$ cat src/rtl/core/rvdec_pkg.sv
`timescale 1ns / 1ps

package rvdec_pkg;

    typedef logic [6:0] opcode_t;
    typedef logic [5:0] mnem_t;
    typedef logic [1:0] alu_class_t;
    typedef logic [8:0] ctrl_flags_t;

    localparam opcode_t OPC_LOAD    = 7'b0000011;
    localparam opcode_t OPC_LOADFP  = 7'b0000111;
    localparam opcode_t OPC_OPIMM   = 7'b0010011;
    localparam opcode_t OPC_AUIPC   = 7'b0010111;
    localparam opcode_t OPC_STORE   = 7'b0100011;
    localparam opcode_t OPC_STOREFP = 7'b0100111;
    localparam opcode_t OPC_OP      = 7'b0110011;
    localparam opcode_t OPC_LUI     = 7'b0110111;
    localparam opcode_t OPC_BRANCH  = 7'b1100011;
    localparam opcode_t OPC_JALR    = 7'b1100111;
    localparam opcode_t OPC_JAL     = 7'b1101111;

    localparam logic [6:0] F7_BASE = 7'b0000000;
    localparam logic [6:0] F7_ALT  = 7'b0100000;
    localparam logic [6:0] F7_MUL  = 7'b0000001;

    localparam logic [2:0] F3_WORD = 3'd2;

    localparam alu_class_t ALU_ADDR   = 2'd0;
    localparam alu_class_t ALU_BRANCH = 2'd1;
    localparam alu_class_t ALU_FUNC   = 2'd2;

    localparam ctrl_flags_t FL_NONE     = 9'h000;
    localparam ctrl_flags_t FL_REGWRITE = 9'h001;
    localparam ctrl_flags_t FL_ALUSRC   = 9'h002;
    localparam ctrl_flags_t FL_MEMWRITE = 9'h004;
    localparam ctrl_flags_t FL_MEMREAD  = 9'h008;
    localparam ctrl_flags_t FL_MEMTOREG = 9'h010;
    localparam ctrl_flags_t FL_BRANCH   = 9'h020;
    localparam ctrl_flags_t FL_JUMP     = 9'h040;
    localparam ctrl_flags_t FL_PCTOREG  = 9'h080;
    localparam ctrl_flags_t FL_REGTOPC  = 9'h100;

    localparam mnem_t MN_NONE   = 6'd0;
    localparam mnem_t MN_LB     = 6'd1;
    localparam mnem_t MN_LH     = 6'd2;
    localparam mnem_t MN_LW     = 6'd3;
    localparam mnem_t MN_LBU    = 6'd4;
    localparam mnem_t MN_LHU    = 6'd5;
    localparam mnem_t MN_FLW    = 6'd6;
    localparam mnem_t MN_ADDI   = 6'd7;
    localparam mnem_t MN_SLLI   = 6'd8;
    localparam mnem_t MN_SLTI   = 6'd9;
    localparam mnem_t MN_SLTIU  = 6'd10;
    localparam mnem_t MN_XORI   = 6'd11;
    localparam mnem_t MN_SRLI   = 6'd12;
    localparam mnem_t MN_SRAI   = 6'd13;
    localparam mnem_t MN_ORI    = 6'd14;
    localparam mnem_t MN_ANDI   = 6'd15;
    localparam mnem_t MN_AUIPC  = 6'd16;
    localparam mnem_t MN_SB     = 6'd17;
    localparam mnem_t MN_SH     = 6'd18;
    localparam mnem_t MN_SW     = 6'd19;
    localparam mnem_t MN_FSW    = 6'd20;
    localparam mnem_t MN_ADD    = 6'd21;
    localparam mnem_t MN_SUB    = 6'd22;
    localparam mnem_t MN_SLL    = 6'd23;
    localparam mnem_t MN_SLT    = 6'd24;
    localparam mnem_t MN_SLTU   = 6'd25;
    localparam mnem_t MN_XOR    = 6'd26;
    localparam mnem_t MN_SRL    = 6'd27;
    localparam mnem_t MN_SRA    = 6'd28;
    localparam mnem_t MN_OR     = 6'd29;
    localparam mnem_t MN_AND    = 6'd30;
    localparam mnem_t MN_MUL    = 6'd31;
    localparam mnem_t MN_MULH   = 6'd32;
    localparam mnem_t MN_MULHSU = 6'd33;
    localparam mnem_t MN_MULHU  = 6'd34;
    localparam mnem_t MN_DIV    = 6'd35;
    localparam mnem_t MN_DIVU   = 6'd36;
    localparam mnem_t MN_REM    = 6'd37;
    localparam mnem_t MN_REMU   = 6'd38;
    localparam mnem_t MN_LUI    = 6'd39;
    localparam mnem_t MN_BEQ    = 6'd40;
    localparam mnem_t MN_BNE    = 6'd41;
    localparam mnem_t MN_BLT    = 6'd42;
    localparam mnem_t MN_BGE    = 6'd43;
    localparam mnem_t MN_BLTU   = 6'd44;
    localparam mnem_t MN_BGEU   = 6'd45;
    localparam mnem_t MN_JALR   = 6'd46;
    localparam mnem_t MN_JAL    = 6'd47;

    typedef struct packed {
        logic signed [31:0] imm;
        alu_class_t         alu;
        ctrl_flags_t        flags;
        mnem_t              id;
        logic               illegal;
    } dec_t;

endpackage

$ cat src/rtl/core/rvdec_decode.sv
`timescale 1ns / 1ps

module rvdec_decode
    import rvdec_pkg::*;
(
    input  logic [31:0] word,
    output dec_t        dec
);

    logic [6:0]         opc;
    logic [2:0]         f3;
    logic [6:0]         f7;
    logic signed [31:0] imm_i;
    logic signed [31:0] imm_s;
    logic signed [31:0] imm_b;
    logic signed [31:0] imm_u;
    logic signed [31:0] imm_j;
    logic signed [31:0] imm;
    alu_class_t         alu;
    ctrl_flags_t        flags;
    mnem_t              id;

    assign opc = word[6:0];
    assign f3  = word[14:12];
    assign f7  = word[31:25];

    assign imm_i = {{20{word[31]}}, word[31:20]};
    assign imm_s = {{20{word[31]}}, word[31:25], word[11:7]};
    assign imm_b = {{19{word[31]}}, word[31], word[7], word[30:25], word[11:8], 1'b0};
    assign imm_u = {word[31:12], 12'b0};
    assign imm_j = {{11{word[31]}}, word[31], word[19:12], word[20], word[30:21], 1'b0};

    always_comb begin
        imm   = '0;
        alu   = ALU_ADDR;
        flags = FL_NONE;
        id    = MN_NONE;
        case (opc)
            OPC_LOAD: begin
                case (f3)
                    3'd0:    id = MN_LB;
                    3'd1:    id = MN_LH;
                    3'd2:    id = MN_LW;
                    3'd4:    id = MN_LBU;
                    3'd5:    id = MN_LHU;
                    default: id = MN_NONE;
                endcase
                imm   = imm_i;
                alu   = ALU_ADDR;
                flags = FL_REGWRITE | FL_ALUSRC | FL_MEMREAD | FL_MEMTOREG;
            end
            OPC_LOADFP: begin
                id    = (f3 == F3_WORD) ? MN_FLW : MN_NONE;
                imm   = imm_i;
                alu   = ALU_ADDR;
                flags = FL_REGWRITE | FL_ALUSRC | FL_MEMREAD | FL_MEMTOREG;
            end
            OPC_OPIMM: begin
                case (f3)
                    3'd0:    id = MN_ADDI;
                    3'd1:    id = (f7 == F7_BASE) ? MN_SLLI : MN_NONE;
                    3'd2:    id = MN_SLTI;
                    3'd3:    id = MN_SLTIU;
                    3'd4:    id = MN_XORI;
                    3'd5: begin
                        if (f7 == F7_BASE) begin
                            id = MN_SRLI;
                        end else if (f7 == F7_ALT) begin
                            id = MN_SRAI;
                        end
                    end
                    3'd6:    id = MN_ORI;
                    default: id = MN_ANDI;
                endcase
                imm   = imm_i;
                alu   = ALU_FUNC;
                flags = FL_REGWRITE | FL_ALUSRC;
            end
            OPC_AUIPC: begin
                id    = MN_AUIPC;
                imm   = imm_u;
                alu   = ALU_FUNC;
                flags = FL_REGWRITE | FL_ALUSRC;
            end
            OPC_STORE: begin
                case (f3)
                    3'd0:    id = MN_SB;
                    3'd1:    id = MN_SH;
                    3'd2:    id = MN_SW;
                    default: id = MN_NONE;
                endcase
                imm   = imm_s;
                alu   = ALU_ADDR;
                flags = FL_ALUSRC | FL_MEMWRITE;
            end
            OPC_STOREFP: begin
                id    = (f3 == F3_WORD) ? MN_FSW : MN_NONE;
                imm   = imm_s;
                alu   = ALU_ADDR;
                flags = FL_ALUSRC | FL_MEMWRITE;
            end
            OPC_OP: begin
                if (f7 == F7_MUL) begin
                    id = MN_MUL + mnem_t'(f3);
                end else if (f7 == F7_BASE) begin
                    case (f3)
                        3'd0:    id = MN_ADD;
                        3'd1:    id = MN_SLL;
                        3'd2:    id = MN_SLT;
                        3'd3:    id = MN_SLTU;
                        3'd4:    id = MN_XOR;
                        3'd5:    id = MN_SRL;
                        3'd6:    id = MN_OR;
                        default: id = MN_AND;
                    endcase
                end else if (f7 == F7_ALT) begin
                    case (f3)
                        3'd0:    id = MN_SUB;
                        3'd5:    id = MN_SRA;
                        default: id = MN_NONE;
                    endcase
                end
                imm   = '0;
                alu   = ALU_FUNC;
                flags = FL_REGWRITE;
            end
            OPC_LUI: begin
                id    = MN_LUI;
                imm   = imm_u;
                alu   = ALU_FUNC;
                flags = FL_REGWRITE | FL_ALUSRC;
            end
            OPC_BRANCH: begin
                case (f3)
                    3'd0:    id = MN_BEQ;
                    3'd1:    id = MN_BNE;
                    3'd4:    id = MN_BLT;
                    3'd5:    id = MN_BGE;
                    3'd6:    id = MN_BLTU;
                    3'd7:    id = MN_BGEU;
                    default: id = MN_NONE;
                endcase
                imm   = imm_b;
                alu   = ALU_BRANCH;
                flags = FL_BRANCH;
            end
            OPC_JALR: begin
                id    = (f3 == 3'd0) ? MN_JALR : MN_NONE;
                imm   = imm_i;
                alu   = ALU_FUNC;
                flags = FL_REGWRITE | FL_ALUSRC | FL_JUMP | FL_PCTOREG | FL_REGTOPC;
            end
            OPC_JAL: begin
                id    = MN_JAL;
                imm   = imm_j;
                alu   = ALU_FUNC;
                flags = FL_REGWRITE | FL_ALUSRC | FL_JUMP | FL_PCTOREG;
            end
            default: begin
                id = MN_NONE;
            end
        endcase
    end

    // unrecognized words leave as bubbles
    always_comb begin
        dec.id      = id;
        dec.illegal = (id == MN_NONE);
        dec.imm     = dec.illegal ? '0 : imm;
        dec.alu     = dec.illegal ? ALU_ADDR : alu;
        dec.flags   = dec.illegal ? FL_NONE : flags;
    end

endmodule

$ cat src/rtl/core/rv32_instruction_decoder.sv
`timescale 1ns / 1ps
// channel  | ports                                             | direction
// input    | s_valid, s_ready, s_instr_word                    | in
// result   | m_valid, m_ready, m_dest_reg .. m_illegal         | out
//
// an item moves from the input register through the decode logic into the
// result register, and m_valid rises once the item is in the result register.
// one item is accepted every cycle unless a stall fills both registers.
// synchronous active-low reset empties both registers.
// a stall on m_ready holds the result register; the input register still
// takes an item while it is empty, so ready falls only when both are full
// and m_ready is low.

module rv32_instruction_decoder
    import rvdec_pkg::*;
(
    input  logic               aclk,
    input  logic               aresetn,
    input  logic               s_valid,
    output logic               s_ready,
    input  logic [31:0]        s_instr_word,
    output logic               m_valid,
    input  logic               m_ready,
    output logic [4:0]         m_dest_reg,
    output logic [4:0]         m_src1_reg,
    output logic [4:0]         m_src2_reg,
    output logic [2:0]         m_func3_field,
    output logic [6:0]         m_func7_field,
    output logic signed [31:0] m_immediate,
    output logic [1:0]         m_alu_class,
    output logic [8:0]         m_control_flags,
    output logic [5:0]         m_mnemonic_id,
    output logic               m_illegal
);

    logic        in_valid_reg;
    logic [31:0] in_word_reg;
    logic        out_valid_reg;
    logic [31:7] out_word_reg;
    dec_t        out_dec_reg;
    dec_t        dec_next;
    logic        out_load;
    logic        in_load;

    rvdec_decode u_decode (
        .word (in_word_reg),
        .dec  (dec_next)
    );

    assign out_load = in_valid_reg && (!out_valid_reg || m_ready);
    assign s_ready  = !in_valid_reg || !out_valid_reg || m_ready;
    assign in_load  = s_valid && s_ready;

    always_ff @(posedge aclk) begin
        if (!aresetn) begin
            in_valid_reg  <= 1'b0;
            out_valid_reg <= 1'b0;
        end else begin
            if (s_ready) begin
                in_valid_reg <= s_valid;
            end
            if (!out_valid_reg || m_ready) begin
                out_valid_reg <= in_valid_reg;
            end
        end
    end

    always_ff @(posedge aclk) begin
        if (in_load) begin
            in_word_reg <= s_instr_word;
        end
        if (out_load) begin
            out_word_reg <= in_word_reg[31:7];
            out_dec_reg  <= dec_next;
        end
    end

    assign m_valid         = out_valid_reg;
    assign m_dest_reg      = out_word_reg[11:7];
    assign m_src1_reg      = out_word_reg[19:15];
    assign m_src2_reg      = out_word_reg[24:20];
    assign m_func3_field   = out_word_reg[14:12];
    assign m_func7_field   = out_word_reg[31:25];
    assign m_immediate     = out_dec_reg.imm;
    assign m_alu_class     = out_dec_reg.alu;
    assign m_control_flags = out_dec_reg.flags;
    assign m_mnemonic_id   = out_dec_reg.id;
    assign m_illegal       = out_dec_reg.illegal;

endmodule

$ cat config.mk
export PLATFORM = sky130hd
export DESIGN_NAME = rv32_instruction_decoder
export DESIGN_NICKNAME = d
export VERILOG_FILES = /design/src/rtl/core/rvdec_pkg.sv /design/src/rtl/core/rvdec_decode.sv /design/src/rtl/core/rv32_instruction_decoder.sv
export SDC_FILE = /design/constraint.sdc
export NUM_CORES = 1
export LEC_CHECK = 0
export BUFFER_PORTS_ARGS = -buffer_cell sky130_fd_sc_hd__buf_2
export CORE_ASPECT_RATIO = 1.75
export CORE_MARGIN = 2
export CORE_UTILIZATION = 25
export CTS_BUF_LIST = sky130_fd_sc_hd__clkbuf_8 sky130_fd_sc_hd__clkbuf_16
export DETAILED_ROUTE_END_ITERATION = 16
export PLACE_DENSITY = 0.4
export SKIP_LAST_GASP = 1
export SLEW_MARGIN = 25
export SYNTH_ARGS = -nofsm -noshare
export SYNTH_HDL_FRONTEND = slang
export SYNTH_SLANG_ARGS = --single-unit
$ cat constraint.sdc
create_clock -name aclk -period 5.9 [get_ports aclk]
set_input_delay 0.59 -clock aclk [delete_from_list [all_inputs] [get_ports aclk]]
set_output_delay 0.59 -clock aclk [all_outputs]
set_load 0.05 [all_outputs]
Word level (Yosys, flattened, before mapping). Cells that the tools add are included.

Bits in registers: 109. Bits in latches: 0. Memory bits (writable): 0. Memory bits (read-only): 0. Bits of input ports: 36. Output and inout port bits: 77. Word-level logic and storage cells: 65. Memories kept: 0.

$add $sub $neg: 1. $mul: 0. Divide/modulo/power cells: 0. Order comparisons: 0. Eq/ne operators: 20. Shift operators: 0. Muxes and demuxes: 19. Bitwise operators: 0. Reduce and logical (&&, ||, !) cells: 16.

Operator list (count): case mux 32 bit (5 select lines) (1); case mux 6 bit (11 select lines) (1); case mux 9 bit (7 select lines) (1); case mux 6 bit (7 select lines) (1); case mux 6 bit (6 select lines) (1); == test 7 x 6 -> 1 bit (second input constant) (5); two-way mux 6 bit (5); case mux 4 bit (7 select lines) (1); == test 7 bit (second input constant) (3); case mux 3 bit (5 select lines) (1); case mux 5 bit (3 select lines) (1); == test 7 x 5 -> 1 bit (second input constant) (2); == test 3 bit (second input constant) (4); case mux 5 bit (2 select lines) (1); two-way mux 4 bit (2); == test 7 x 1 -> 1 bit (second input constant) (1); == test 7 x 2 -> 1 bit (second input constant) (1); == test 7 x 3 -> 1 bit (second input constant) (1); logical NOT 7 bit (1); adder 5 x 3 -> 6 bit (first input constant) (1); == test 3 x 2 -> 1 bit (second input constant) (2); logical NOT 6 bit (1); OR reduction 2 bit (3); OR reduction 6 bit (1); other kinds (10) (14).

Longest topological paths before layout.
Depth in word-level cells: 7. Depth in mapped cells: 10. Mapped depth without buffers: 8.

Modules after synthesis. A second synthesis with hierarchy kept.

Cells, all modules: 360. Area total of the unflattened synthesis: 4844.6 µm².

Modules (own cells, without submodules): rv32_instruction_decoder (instances 1, cells an instance 116, area an instance 3316.9 µm², seq. area each 3253.1 µm²); rvdec_decode (instances 1, cells an instance 244, area an instance 1527.7 µm², seq. area each 0.0 µm²).

Least setup slack after synthesis. OpenSTA, ideal clock, no wires.

Path type: reg2reg. From: register out_valid_reg (netlist: m_valid). To: register out_dec_reg, in the netlist m_alu_class[0], enable pin. Library setup time: 0.513 ns. Data arrival time: 3.960 ns. Data required time: 5.387 ns. Path slack: 1.427 ns. Stages on the path, launching flop included: 3. Buffers on the path: 0. Clock period less this slack: 4.473 ns. Cell sequence: dfxtp_1 > nor2b_1 > nor2b_1.

Cells in the longest elaborated chain, start to end: 3.

RTL lines: start: declaration (line rv32_instruction_decoder.sv:38) `logic out_valid_reg;`; start signal: assignment (line rv32_instruction_decoder.sv:63) `out_valid_reg <= in_valid_reg;`; logical NOT 1 bit (line rv32_instruction_decoder.sv:50) `assign out_load = in_valid_reg && (!out_valid_reg || m_ready);`; logical OR 1 bit (line rv32_instruction_decoder.sv:50); logical AND 1 bit (line rv32_instruction_decoder.sv:50); named net out_load (line rv32_instruction_decoder.sv:42) `logic out_load;`; end signal: assignment (line rv32_instruction_decoder.sv:74) `out_dec_reg <= dec_next;`; end: declaration (line rv32_instruction_decoder.sv:40) `dec_t out_dec_reg;`.

The timed path passes the listed nets, and every way through them passes these cells. A chain may end at the register's enable or synchronous reset.

==> run summary <==
The clock tree buffer depth was 2; the weighted congestion at the end of routability-driven global placement was 0.880. STA classifies the critical path startpoint as a register. After clock tree synthesis, the clock-pin slew on the worst setup and hold paths is 80 ps.

After global routing the overflow that remains totals 0. The min-delay analysis places its worst path in the category in2reg. In this run, post-CTS hold repair placed 0 buffers.

At the pin with the least slew margin, the transition time is 987 ps. For this run, the leading register cell type out of synthesis is sky130_fd_sc_hd__edfxtp_1. Wire segments on met2 add up to 8080 um in the final route.

The run gives 0 as the final count of hold timing violations. The initial utilization of the core area, before any placement, comes to 25.6%. At the worst endpoint, the required time is 5990 ps.

For the antenna diode instance count, the log shows 0. Of all cell types, the one taking the most synthesized area is sky130_fd_sc_hd__edfxtp_1. The number of different library cells used by synthesis comes to 56.

In the post-synthesis netlist, the biggest area contributors are sky130_fd_sc_hd__edfxtp_1, sky130_fd_sc_hd__a21oi_1, sky130_fd_sc_hd__ha_1. For this design, the sink count on the clock tree is 107. Counting every net in the synthesized netlist gives 416. The remaining antenna violation count after routing is 0. The number of violations reported at the end of detailed-routing iteration 0 was 204.

Ratio of total power to cell area: 296 nW/um2. Across the run, the number of max-cap violations was 0. The total area inside the core boundary comes to 18700 um2. The total of endpoints with negative setup slack in the final report came out at 0. The logs give 3 for the deepest level of the CTS H-tree and 3487 for the via count of the first global-routing pass. The post-route clock period utilization works out to 61.6%.

Detailed placement finished with a half-perimeter wire length of 10100 um. The data arrival time of the critical path was 3720 ps; the global-route usage over all layers was 14.2%. Entering global routing, the biggest net connects 74 pins. The count of instances resized after the clock tree is built is 0. After synthesis the netlist holds a flip-flop and latch count of 107.

The final count of pins violating max slew came out at 0. Counting flops with an async set or reset pin after synthesis yields a share of 0%. The routed design uses 498 um of met3 wire. The synthesized design contains 105 enable-type register cells.

IR analysis of the VDD net gives a maximum drop of 0.128 mV. For this block, wires on met1 add up to 5040 um. Each instance of the synthesized netlist takes up on average 13.0 um2.

The first global-routing pass estimated 21000 um of wire. For the total standard cell area after synthesis, the log shows 4780 um2. The first TritonRoute pass finished after 4 iterations.

The area growth from synthesis to layout is 22.2%. Synthesis produced 368 cells. The die covers 20300 um2.

The die is 187 um tall. Number of antenna violations at the first check in global routing: 0. The kind of critical path was reg2reg.

The run finished with clean final reports. Summed over all cells, the static leakage comes to 0.00206 uW. Of the post-synthesis cell area, the dominant cell type holds 66.0%. Between clock sinks in the finished design, the worst skew comes to 13.0 ps. The highest metal layer with signal wires is met4. Along the worst path, the maximum fanout reaches 23. The worst path in the final design needs a cycle of 3630 ps, including I/O delays and setup. Setup repair after global routing left no endpoint under its margin.

The clock insertion delay at the later pin of the skew report was 350 ps; the number of vias per cell was 4.71. Across all layers, the routed design uses 3337 vias. The net count of the finished layout is 513.

The fmax was 275 MHz; the share of post-route cells with drive strength above 1 was 29.6%. TritonCTS built the clock tree. The clock tree root driver cell was sky130_fd_sc_hd__clkbuf_16. The total negative slack was 0 ps; the sequential cell area fraction in the yosys report was 66.8%.

Total power for the finished layout comes to 1730 uW. Dividing the detail-routed wire length by the instance count gives 19.8 um. In this run the horizontal extent of the chip is 109 um. The count of buffers added on input and output ports is 112. The routed wire length is 14000 um. The worst setup path is captured at a register.

The total I/O pin count is 113, and the number of buffers inserted during clock tree synthesis is 9. The tools report the number of core rows as 66. Headroom to the max-slew limit came out at 34.2%. The run gives 0 as the number of post-CTS setup repair buffers. In the routed design, unresolved DRC markers number 0.

For the synthesis warning total, the log shows 0.
## power breakdown
| group | internal (uW) | total, uW | switching (uW) |
|---|---|---|---|
| clock | 328 | 601 | 273 |
| sequential | 878 | 913 | 34.8 |
| combinational | 51.1 | 214 | 163 |
## cells in the final DEF (no fill, tap or decap), types with 3 or more instances in the layout
master	n
sky130_fd_sc_hd__a31oi_1	3
sky130_fd_sc_hd__o22ai_1	4
sky130_fd_sc_hd__nor3_1	9
sky130_fd_sc_hd__nand3_1	7
sky130_fd_sc_hd__or3_1	5
sky130_fd_sc_hd__nor2_1	16
sky130_fd_sc_hd__and3b_1	3
sky130_fd_sc_hd__edfxtp_1	105
sky130_fd_sc_hd__buf_2	112
sky130_fd_sc_hd__a21oi_1	65
sky130_fd_sc_hd__o21a_1	3
sky130_fd_sc_hd__a22oi_1	5
sky130_fd_sc_hd__nand2b_1	8
sky130_fd_sc_hd__nor2b_1	8
sky130_fd_sc_hd__nand2_1	18
sky130_fd_sc_hd__ha_1	12
sky130_fd_sc_hd__inv_1	6
sky130_fd_sc_hd__a2111oi_0	3
sky130_fd_sc_hd__clkbuf_16	9
sky130_fd_sc_hd__o21ai_0	7
sky130_fd_sc_hd__buf_4	3
sky130_fd_sc_hd__nand3b_1	3
sky130_fd_sc_hd__a211o_1	3
## critical path, stage by stage (launching register included)
cell                       delay, ps
sky130_fd_sc_hd__edfxtp_1        510
sky130_fd_sc_hd__inv_1           260
sky130_fd_sc_hd__ha_1            500
sky130_fd_sc_hd__nor2_1          140
sky130_fd_sc_hd__or4_1           410
sky130_fd_sc_hd__a41oi_1         190
sky130_fd_sc_hd__o311ai_1        190
sky130_fd_sc_hd__nor3_4          670
sky130_fd_sc_hd__buf_4           390
sky130_fd_sc_hd__a21oi_1         100
## metal layers
| layer | track usage [%] | up-vias |
|---|---|---|
| met2 | 26.9 | 106 |
| met1 | 14.5 | 1609 |
| met4 | 6.80 | 0 |
| met5 | 0 | - |
| li1 | - | 1607 |
| met3 | 2.23 | 15 |
## final cells by class
| cell class | count | area [um2] |
|---|---|---|
| Timing Repair Buffer | 115 | 583 |
| Tap cell | 238 | 298 |
| Inverter | 6 | 22.5 |
| Multi-Input combinational cell | 226 | 1450 |
| Clock buffer | 9 | 225 |
| Fill cell | 1955 | 12800 |
| Clock inverter | 7 | 65.1 |
| Sequential cell | 107 | 3190 |
## synthesized netlist by cell type (2+ instances only)
cell type	count
sky130_fd_sc_hd__nor2_1	16
sky130_fd_sc_hd__o2bb2ai_1	2
sky130_fd_sc_hd__nor4bb_1	2
sky130_fd_sc_hd__a211o_1	3
sky130_fd_sc_hd__buf_1	2
sky130_fd_sc_hd__a211oi_1	2
sky130_fd_sc_hd__or2_2	2
sky130_fd_sc_hd__and3b_1	3
sky130_fd_sc_hd__buf_2	10
sky130_fd_sc_hd__buf_4	4
sky130_fd_sc_hd__o21a_1	3
sky130_fd_sc_hd__ha_1	12
sky130_fd_sc_hd__dfxtp_1	2
sky130_fd_sc_hd__a31oi_1	3
sky130_fd_sc_hd__nand3_1	7
sky130_fd_sc_hd__or3_1	5
sky130_fd_sc_hd__a21oi_1	65
sky130_fd_sc_hd__nand4_1	2
sky130_fd_sc_hd__nand2_1	18
sky130_fd_sc_hd__nor2b_1	9
sky130_fd_sc_hd__a41oi_1	2
sky130_fd_sc_hd__a22oi_1	5
sky130_fd_sc_hd__o21ai_0	7
sky130_fd_sc_hd__and2_1	3
sky130_fd_sc_hd__nand2b_1	8
sky130_fd_sc_hd__a2111oi_0	3
sky130_fd_sc_hd__o211ai_1	2
sky130_fd_sc_hd__and3_1	2
sky130_fd_sc_hd__o22ai_1	4
sky130_fd_sc_hd__inv_1	6
sky130_fd_sc_hd__nor4b_1	2
sky130_fd_sc_hd__nand3b_1	3
sky130_fd_sc_hd__edfxtp_1	105
sky130_fd_sc_hd__nor3_1	10
sky130_fd_sc_hd__clkbuf_1	13
## through the flow
step | worst slack [ps] | util [%] | cells | cell area [um2] | hold slack (ps)
finish | 2270 | 31.3 | 708 | 5840 | 403
global route | 2010 | 31.3 | 708 | 5840 | 394
CTS | 1980 | 31.3 | 708 | 5830 | 383
detailed placement | 1930 | 29.7 | 692 | 5540 | 452
global placement | 2180 | 29.7 | 692 | 5540 | 450
floorplan | 1430 | - | 368 | 4780 | 427
## path summary, 6_finish.rpt
kind	startpoint	endpoint	slack, ps	cells after the start
worst max-delay path	in_word_reg[13]$_DFFE_PP_	m_immediate[6]$_SDFFCE_PN0P_	2270	9
worst min-delay path	s_instr_word[31]	in_word_reg[31]$_DFFE_PP_	400	1
worst max register to register	in_word_reg[13]$_DFFE_PP_	m_immediate[6]$_SDFFCE_PN0P_	2270	9
worst min register to register	in_word_reg[19]$_DFFE_PP_	out_word_reg[19]$_DFFE_PP_	470	0
## cells by family (layout without fill, tap and decap cells)
logic type | Yosys count | count (layout) | synth area share [%]
adder cells (fa/ha/maj) | 12 | 12 | 3.14
AND/OR/NAND/NOR | 102 | 102 | 12.5
flip-flops | 107 | 107 | 66.8
AO/OA/AOI/OAI | 111 | 111 | 14.0
multiplexers | 1 | 1 | 0.209
buffers and inverters | 35 | 137 | 3.32
Power figures use the tool's default switching activity.
